[config.mk]
export PLATFORM = sky130hd
export DESIGN_NAME = multi_led_fading_pwm_dimmer_unit
export DESIGN_NICKNAME = d
export VERILOG_FILES = /design/src/rtl/mlfpd_pkg.sv /design/src/rtl/mlfpd_sequencer.sv /design/src/rtl/mlfpd_datapath.sv /design/src/rtl/multi_led_fading_pwm_dimmer_unit.sv
export SDC_FILE = /design/constraint.sdc
export NUM_CORES = 1
export LEC_CHECK = 0
export CORE_MARGIN = 3
export CORE_UTILIZATION = 50
export DETAILED_ROUTE_END_ITERATION = 8
export DONT_BUFFER_PORTS = 1
export SLEW_MARGIN = 20
export SYNTH_ARGS = -nofsm -noshare
export SYNTH_HDL_FRONTEND = slang
export SYNTH_HIERARCHICAL = 1
export SYNTH_SLANG_ARGS = --single-unit
[constraint.sdc]
create_clock -name aclk -period 13.99 [get_ports aclk]
set_input_delay 1.399 -clock aclk [delete_from_list [all_inputs] [get_ports aclk]]
set_output_delay 1.399 -clock aclk [all_outputs]
set_load 0.03 [all_outputs]
[src/rtl/mlfpd_pkg.sv]
`timescale 1ns / 1ps
// ----------------------------------------------------------------------------
// mlfpd_pkg
// Shared types, constants and the microcode table of the LED PWM dimmer.
// ----------------------------------------------------------------------------
package mlfpd_pkg;

    localparam int KIND_W    = 2;
    localparam int CHAN_W    = 3;
    localparam int LEVEL_W   = 8;
    localparam int BRIGHT_W  = 7;
    localparam int MODES_W   = 16;
    localparam int MASK_W    = 8;
    localparam int UPC_W     = 3;

    localparam logic [BRIGHT_W-1:0] FULL_LEVEL = 7'd100;
    localparam logic [LEVEL_W-1:0]  FOLD_LEVEL = 8'd200;

    localparam logic [KIND_W-1:0] KIND_PWM  = 2'd0;
    localparam logic [KIND_W-1:0] KIND_FADE = 2'd1;
    localparam logic [KIND_W-1:0] KIND_SET  = 2'd2;

    localparam logic [1:0] MODE_BOTH = 2'd0;
    localparam logic [1:0] MODE_UP   = 2'd1;
    localparam logic [1:0] MODE_DOWN = 2'd2;

    localparam logic [UPC_W-1:0] UA_IDLE  = 3'd0;
    localparam logic [UPC_W-1:0] UA_PHASE = 3'd1;
    localparam logic [UPC_W-1:0] UA_PWM   = 3'd2;
    localparam logic [UPC_W-1:0] UA_FADE  = 3'd3;
    localparam logic [UPC_W-1:0] UA_SET   = 3'd4;
    localparam logic [UPC_W-1:0] UA_EMIT  = 3'd5;

    typedef enum logic [2:0] {
        UOP_NOP,
        UOP_WAIT,
        UOP_PHASE,
        UOP_PWM,
        UOP_FADE,
        UOP_SET,
        UOP_EMIT
    } uop_t;

    typedef enum logic [1:0] {
        SEQ_NEXT,
        SEQ_JUMP,
        SEQ_LOOP,
        SEQ_DISPATCH
    } seq_t;

    typedef struct packed {
        uop_t              op;
        seq_t              seq;
        logic [UPC_W-1:0]  jump;
    } ucode_t;

    typedef struct packed {
        uop_t op;
        logic start;
    } ctrl_t;

    function automatic ucode_t ucode_rom(input logic [UPC_W-1:0] addr);
        ucode_t w;
        case (addr)
            UA_IDLE:  w = '{op: UOP_WAIT,  seq: SEQ_DISPATCH, jump: UA_IDLE};
            UA_PHASE: w = '{op: UOP_PHASE, seq: SEQ_NEXT,     jump: UA_PWM};
            UA_PWM:   w = '{op: UOP_PWM,   seq: SEQ_LOOP,     jump: UA_EMIT};
            UA_FADE:  w = '{op: UOP_FADE,  seq: SEQ_LOOP,     jump: UA_EMIT};
            UA_SET:   w = '{op: UOP_SET,   seq: SEQ_JUMP,     jump: UA_EMIT};
            UA_EMIT:  w = '{op: UOP_EMIT,  seq: SEQ_JUMP,     jump: UA_IDLE};
            default:  w = '{op: UOP_NOP,   seq: SEQ_JUMP,     jump: UA_IDLE};
        endcase
        return w;
    endfunction

endpackage

[src/rtl/mlfpd_sequencer.sv]
`timescale 1ns / 1ps
// ----------------------------------------------------------------------------
// mlfpd_sequencer
// Step counter, channel counter and microcode table; issues one control
// word per cycle to the datapath.
// ----------------------------------------------------------------------------
module mlfpd_sequencer #(
    parameter int CHANNELS = 8,
    localparam int CW = (CHANNELS > 1) ? $clog2(CHANNELS) : 1
) (
    input  logic                        aclk,
    input  logic                        aresetn,
    input  logic                        in_valid,
    input  logic [mlfpd_pkg::KIND_W-1:0] in_kind,
    input  logic                        out_busy,
    output logic                        in_ready,
    output mlfpd_pkg::ctrl_t            ctrl,
    output logic [CW-1:0]               ch_idx
);
    import mlfpd_pkg::*;

    localparam logic [CW-1:0] LAST_CH = CW'(CHANNELS - 1);

    logic [UPC_W-1:0] upc_reg, upc_next;
    logic [CW-1:0]    ch_reg, ch_next;
    ucode_t           uw;
    logic [UPC_W-1:0] entry;

    always_comb begin
        case (in_kind)
            KIND_PWM:  entry = UA_PHASE;
            KIND_FADE: entry = UA_FADE;
            KIND_SET:  entry = UA_SET;
            default:   entry = UA_EMIT;
        endcase
    end

    always_comb begin
        uw         = ucode_rom(upc_reg);
        upc_next   = upc_reg;
        ch_next    = ch_reg;
        in_ready   = 1'b0;
        ctrl.op    = uw.op;
        ctrl.start = 1'b0;
        case (uw.seq)
            SEQ_DISPATCH: begin
                in_ready = 1'b1;
                if (in_valid) begin
                    upc_next   = entry;
                    ch_next    = '0;
                    ctrl.start = 1'b1;
                end
            end
            SEQ_LOOP: begin
                if (ch_reg == LAST_CH) begin
                    upc_next = uw.jump;
                    ch_next  = '0;
                end else begin
                    ch_next = ch_reg + 1'b1;
                end
            end
            SEQ_JUMP: begin
                // hold the emit step while the output register is full
                if (!(uw.op == UOP_EMIT && out_busy)) begin
                    upc_next = uw.jump;
                end
            end
            default: begin
                upc_next = upc_reg + 1'b1;
            end
        endcase
    end

    always_ff @(posedge aclk) begin
        if (!aresetn) begin
            upc_reg <= UA_IDLE;
            ch_reg  <= '0;
        end else begin
            upc_reg <= upc_next;
            ch_reg  <= ch_next;
        end
    end

    assign ch_idx = ch_reg;

endmodule

[src/rtl/mlfpd_datapath.sv]
`timescale 1ns / 1ps
// ----------------------------------------------------------------------------
// mlfpd_datapath
// Channel state, phase counter and lit flags; one channel updated per step.
// ----------------------------------------------------------------------------
module mlfpd_datapath #(
    parameter int CHANNELS = 8,
    localparam int CW = (CHANNELS > 1) ? $clog2(CHANNELS) : 1
) (
    input  logic                          aclk,
    input  logic                          aresetn,
    input  mlfpd_pkg::ctrl_t              ctrl,
    input  logic [CW-1:0]                 ch_idx,
    input  logic                          cfg_wr_en,
    input  logic [mlfpd_pkg::MODES_W-1:0] cfg_wr_data,
    input  logic [mlfpd_pkg::CHAN_W-1:0]  set_channel,
    input  logic [mlfpd_pkg::LEVEL_W-1:0] set_level,
    output logic [mlfpd_pkg::MASK_W-1:0]  lit_mask,
    output logic                          wrapped
);
    import mlfpd_pkg::*;

    logic [BRIGHT_W-1:0] bright_reg [CHANNELS];
    logic [BRIGHT_W-1:0] target_reg [CHANNELS];
    logic [BRIGHT_W-1:0] phase_reg, phase_next;
    logic                wrap_reg;
    logic [CHANNELS-1:0] lit_reg;
    logic [MODES_W-1:0]  modes_reg;

    logic [BRIGHT_W-1:0] b_cur, t_cur, b_step, b_new, t_new;
    logic [4:0]          ch_wide, set_wide;
    logic [1:0]          mode;
    logic [BRIGHT_W-1:0] fold_level;

    assign b_cur    = bright_reg[ch_idx];
    assign t_cur    = target_reg[ch_idx];
    assign ch_wide  = 5'(ch_idx);
    assign set_wide = 5'(set_channel);
    assign mode     = (ch_wide < 5'd8) ? 2'(modes_reg >> {ch_wide[2:0], 1'b0}) : MODE_BOTH;
    assign phase_next = phase_reg + 1'b1;

    always_comb begin
        if (set_level > FOLD_LEVEL) begin
            fold_level = '0;
        end else if (set_level > LEVEL_W'(FULL_LEVEL)) begin
            fold_level = BRIGHT_W'(FOLD_LEVEL - set_level);
        end else begin
            fold_level = BRIGHT_W'(set_level);
        end
    end

    always_comb begin
        b_step = b_cur;
        b_new  = b_cur;
        t_new  = t_cur;
        case (mode)
            MODE_BOTH: begin
                if (t_cur > b_cur) begin
                    b_new = b_cur + 1'b1;
                end else if (t_cur < b_cur) begin
                    b_new = b_cur - 1'b1;
                end
            end
            MODE_UP: begin
                if (b_cur < FULL_LEVEL) begin
                    b_step = b_cur + 1'b1;
                end
                b_new = b_step;
                if (t_cur < b_step) begin
                    b_new = t_cur;
                    t_new = FULL_LEVEL;
                end
            end
            MODE_DOWN: begin
                if (b_cur != '0) begin
                    b_step = b_cur - 1'b1;
                end
                b_new = b_step;
                if (t_cur > b_step) begin
                    b_new = t_cur;
                    t_new = '0;
                end
            end
            default: begin
                b_new = t_cur;
            end
        endcase
    end

    always_ff @(posedge aclk) begin
        if (!aresetn) begin
            for (int i = 0; i < CHANNELS; i++) begin
                bright_reg[i] <= '0;
                target_reg[i] <= '0;
            end
            phase_reg <= BRIGHT_W'(1);
            wrap_reg  <= 1'b0;
            lit_reg   <= '0;
            modes_reg <= '0;
        end else begin
            if (cfg_wr_en) begin
                modes_reg <= cfg_wr_data;
            end
            if (ctrl.start) begin
                wrap_reg <= 1'b0;
            end
            case (ctrl.op)
                UOP_PHASE: begin
                    if (phase_next > FULL_LEVEL) begin
                        phase_reg <= BRIGHT_W'(1);
                        wrap_reg  <= 1'b1;
                    end else begin
                        phase_reg <= phase_next;
                    end
                end
                UOP_PWM: begin
                    if (wrap_reg) begin
                        lit_reg[ch_idx] <= (b_cur > BRIGHT_W'(1));
                    end else if (lit_reg[ch_idx] && b_cur <= phase_reg) begin
                        lit_reg[ch_idx] <= 1'b0;
                    end
                end
                UOP_FADE: begin
                    bright_reg[ch_idx] <= b_new;
                    target_reg[ch_idx] <= t_new;
                end
                UOP_SET: begin
                    if (set_wide < 5'(CHANNELS)) begin
                        target_reg[set_wide[CW-1:0]] <= fold_level;
                    end
                end
                default: begin
                end
            endcase
        end
    end

    assign lit_mask = MASK_W'(lit_reg);
    assign wrapped  = wrap_reg;

endmodule

[src/rtl/multi_led_fading_pwm_dimmer_unit.sv]
`timescale 1ns / 1ps
// ----------------------------------------------------------------------------
// multi_led_fading_pwm_dimmer_unit
// Multi-channel LED dimmer with fade modes and a phase-counter PWM.
// ----------------------------------------------------------------------------
// Every item ends in the emit step: a pwm tick first steps the phase and visits
// every channel's lit flag, a fade tick visits every channel's brightness, set
// level writes one target. The loop visits one channel a cycle. The result waits
// in an output register; the emit step holds while that register is still full.
// Synchronous active-low reset: brightness and targets zero, phase one,
// all lit flags off, channel modes zero.
// ----------------------------------------------------------------------------
module multi_led_fading_pwm_dimmer_unit #(
    parameter int CHANNELS = 8
) (
    input  logic        aclk,
    input  logic        aresetn,
    input  logic        cfg_wr_en,
    input  logic [15:0] cfg_wr_data,   // channel_modes
    input  logic        s_tvalid,
    output logic        s_tready,
    input  logic [15:0] s_tdata,       // channel[2:0], level[10:3], zero fill
    input  logic [1:0]  s_tuser,       // kind[1:0]
    output logic        m_tvalid,
    input  logic        m_tready,
    output logic [15:0] m_tdata        // lit_mask[7:0], period_start[8], zero fill
);
    import mlfpd_pkg::*;

    localparam int CW = (CHANNELS > 1) ? $clog2(CHANNELS) : 1;

    ctrl_t               ctrl;
    logic [CW-1:0]       ch_idx;
    logic                out_busy;
    logic [CHAN_W-1:0]   chan_reg;
    logic [LEVEL_W-1:0]  level_reg;
    logic [MASK_W-1:0]   lit_mask;
    logic                wrapped;
    logic                out_valid_reg;
    logic [15:0]         out_data_reg;

    assign out_busy = out_valid_reg && !m_tready;

    mlfpd_sequencer #(.CHANNELS(CHANNELS)) u_seq (
        .aclk     (aclk),
        .aresetn  (aresetn),
        .in_valid (s_tvalid),
        .in_kind  (s_tuser),
        .out_busy (out_busy),
        .in_ready (s_tready),
        .ctrl     (ctrl),
        .ch_idx   (ch_idx)
    );

    mlfpd_datapath #(.CHANNELS(CHANNELS)) u_dp (
        .aclk        (aclk),
        .aresetn     (aresetn),
        .ctrl        (ctrl),
        .ch_idx      (ch_idx),
        .cfg_wr_en   (cfg_wr_en),
        .cfg_wr_data (cfg_wr_data),
        .set_channel (chan_reg),
        .set_level   (level_reg),
        .lit_mask    (lit_mask),
        .wrapped     (wrapped)
    );

    always_ff @(posedge aclk) begin
        if (ctrl.start) begin
            chan_reg  <= s_tdata[2:0];
            level_reg <= s_tdata[10:3];
        end
        if (ctrl.op == UOP_EMIT && !out_busy) begin
            out_data_reg <= {7'd0, wrapped, lit_mask};
        end
    end

    always_ff @(posedge aclk) begin
        if (!aresetn) begin
            out_valid_reg <= 1'b0;
        end else if (ctrl.op == UOP_EMIT && !out_busy) begin
            out_valid_reg <= 1'b1;
        end else if (m_tready) begin
            out_valid_reg <= 1'b0;
        end
    end

    assign m_tvalid = out_valid_reg;
    assign m_tdata  = out_data_reg;

endmodule
==> results.yml <==
global_route:
  overflow: 0
  grt.total_usage_pct: 24.5
  grt_pass1_wl_mm: 41.4
  antenna_found_initial: 0
  grt_pass1_vias: 7574
  grt_max_degree: 61
cells_and_area:
  drive_gt1_share_pct: 9.75
  final_util_pct: 56.4
  final_net_count: 1038
  area_growth_pct: 8.34
  num_antenna_cells: 0
  fillers: 1596
clock_network:
  clk_latency_ns: 0.43
  h-tree-depth: 4
  postCtsHoldBufs: 0
  cts_buffers: 17
  cts_sinks: 171
  cts_setup_buffers: 0
  cts_resized: 0
  cts_buffer_depth: 2
  clk_pin_slew_ns: 0.07
  cts_tree: "yes"
  cts_root_buffer: "clkbuf_16"
logic_synthesis:
  ys_ff_latch: 171
  syn_inst: 957
  ys_warn_count: 6
  synth_cell_types: 81
  syn_area_um2: 9930
  synthXorXnorAreaFrac_pct: 1.59
  synthArstFlopShare_pct: 0
  synth-compound-area-share_pct: 14.8
  synth-adder-area-share_pct: 6.05
  synth_seq_area_share_pct: 47.8
  syn_avg_cell_area_um2: 10.4
  ys.flop_type: "edfxtp_1"
  synthSimpleGateAreaFrac_pct: 17.6
  synth_top_family_by_area: "simple AND/OR/NAND/NOR gates"
  synth_mux_area_share_pct: 8.74
  synth_edf_count: 132
  synth_top_cell_by_area: "edfxtp_1"
  synthTopCellsByArea: "edfxtp_1 40%, dfxtp_1 7.9%, nor2_1 6.3%, ha_1 6.0%, mux2i_1 4.6%"
  yosys.area.top_type_share_pct: 39.9
sta:
  post-route-min-period_ns: 6.65
  setup_viol: 0
  finalClockSkew_ns: 0.0124
  tightest_slew_ns: 1.06
  hold_viol_final: 0
  fin_crit_sh_pct: 47.5
  whs_ns: 0.462
  clock.fmax_mhz: 150
  rsz0062_at_grt: "no"
  fin_setup_tns_ns: 0
  max_slew_margin_pct: 29.2
  maxSlewViolCount: 0
  setup_ws_ns: 7.34
critical_path:
  critPathBufInv: 3
  end_kind: "register"
  cp_max_fo: 42
  cp.required_ns: 14.13
  critPathSlowestCell: "a31oi_1"
  arrival_ns: 6.79
  path_cells: "buf_4, inv_1, mux4_2, and2_1, clkinv_1, ha_1, o311ai_0, o21ai_0, and2_1, ha_1, a21oi_1, o211a_1, o211ai_1, a2111oi_2, a211oi_4, a21o_1, a31oi_1, nor2_1"
  cp_top_family: "compound AO/OA/AOI/OAI gates"
  cpPeakStageDelay_ns: 0.82
  critPathLaunchType: "register"
  worst-setup-path-type: "reg -> reg"
placed_design:
  portBuffers: 0
  gp_congestion: 0.874
  dp_hpwl_mm: 19.0
  pre_cts_slack_ns: 7.52
die:
  core-area_um2: 19100
  dieHeight_um: 147
  die_x_um: 147
  start_util_pct: 52.1
  dieArea_um2: 21600
  rows: 50
  pin_count: 57
flow_run:
  drv_cap: 0
drt:
  num_vias: 7612
  via_per_inst: 6.22
  drtIter0Drc: 682
  ant_nets: 0
  routed_wl_mm: 26.1
  drc: 0
  firstDrtPassIters: 6
  avgRoutedWirePerCell_um: 21.3
power:
  total_power_mw: 1.60
  vdd_drop_max_uv: 100
  power_leakage_nw: 3.81
  p_per_area_nw_per_um2: 149
outcome:
  outcome: "finished clean"
min_path:
  min_path_type: "reg -> reg"
==> final timing paths <==
kind               startpoint                    end  slack, ns  cells past startpoint
max           u_seq/ch_idx[0]  u_dp/target_reg[1][1]       7.34                     18
min          u_dp/lit_mask[2]             m_tdata[2]       0.46                      0
max reg2reg   u_seq/ch_idx[0]  u_dp/target_reg[1][1]       7.34                     18
min reg2reg  u_dp/lit_mask[2]             m_tdata[2]       0.46                      0
==> per-layer routing <==
| layer | share of wire [%] | vias up | GRT usage, % |
|---|---|---|---|
| met1 | 42 | 3734 | 31.8 |
| li1 | - | 3517 | - |
| met4 | 2.7 | 0 | 8.95 |
| met3 | 7.9 | 48 | 6.26 |
| met2 | 47 | 313 | 40.0 |
| met5 | 0 | - | 0 |
==> cell families after synthesis <==
logic type                 after synthesis
AOI/OAI and AO/OA                      201
and+or+nand+nor                        371
other                                    1
xor gates and xnor gates                18
muxes                                   70
DFF                                    171
buffers and inverters                   77
adders and majority gates               48
==> cell usage after synthesis (6+ instances only) <==
cell,instances
o21a_1,18
xnor2_1,17
edfxtp_1,132
o211ai_1,6
a21oi_1,42
mux2_2,11
a32oi_1,8
o21ai_0,37
a22oi_1,9
nor2_1,168
mux4_2,11
nand2_1,65
buf_2,8
dfxtp_1,39
a221oi_1,11
nand3_1,25
nand4_1,8
nand3b_1,8
nand2b_1,12
mux2i_1,46
nor3_1,18
a31oi_1,7
inv_1,32
nor2b_1,29
clkbuf_1,17
ha_1,48
buf_4,10
nor4_1,6
o22ai_1,6
==> where the power goes <==
part / internal, mW / switching [mW]
logic: 0.172 / 0.342
registers: 0.586 / 0.0230
clock network: 0.256 / 0.221
total: 1.01 / 0.586
==> area by class of cell <==
cell class              instances  area (µm²)  share of cell area (%)
flip-flops and latches        171        4750                    44.1
well taps                     260         325                    3.02
clock inverters                15         181                    1.69
repair buffers                  8        60.1                   0.558
inverters                      38         143                    1.33
clock buffers                  17         425                    3.95
multi-input cells             715        4880                    45.3
==> layout by cell type (no fill, tap or decap), drive strengths merged, types with 10 or more instances in the layout <==
cell and count:
a21oi 44, a221oi 15, clkbuf 17, clkinv 10
dfxtp 39, edfxtp 132, ha 48, inv 40
mux2 11, mux2i 48, mux4 11, nand2 65
nand2b 13, nand3 25, nor2 168, nor2b 31
nor3 20, o21a 18, o21ai 38, xnor2 17
==> per-stage QoR <==
stage | area [µm²] | instances
final | 10800 | 1224
after CTS | 10800 | 1224
after global placement | 10200 | 1192
after floorplan | 9950 | 963
after global routing | 10800 | 1224
after detailed placement | 10200 | 1192
(Power assumes the default switching activity.)
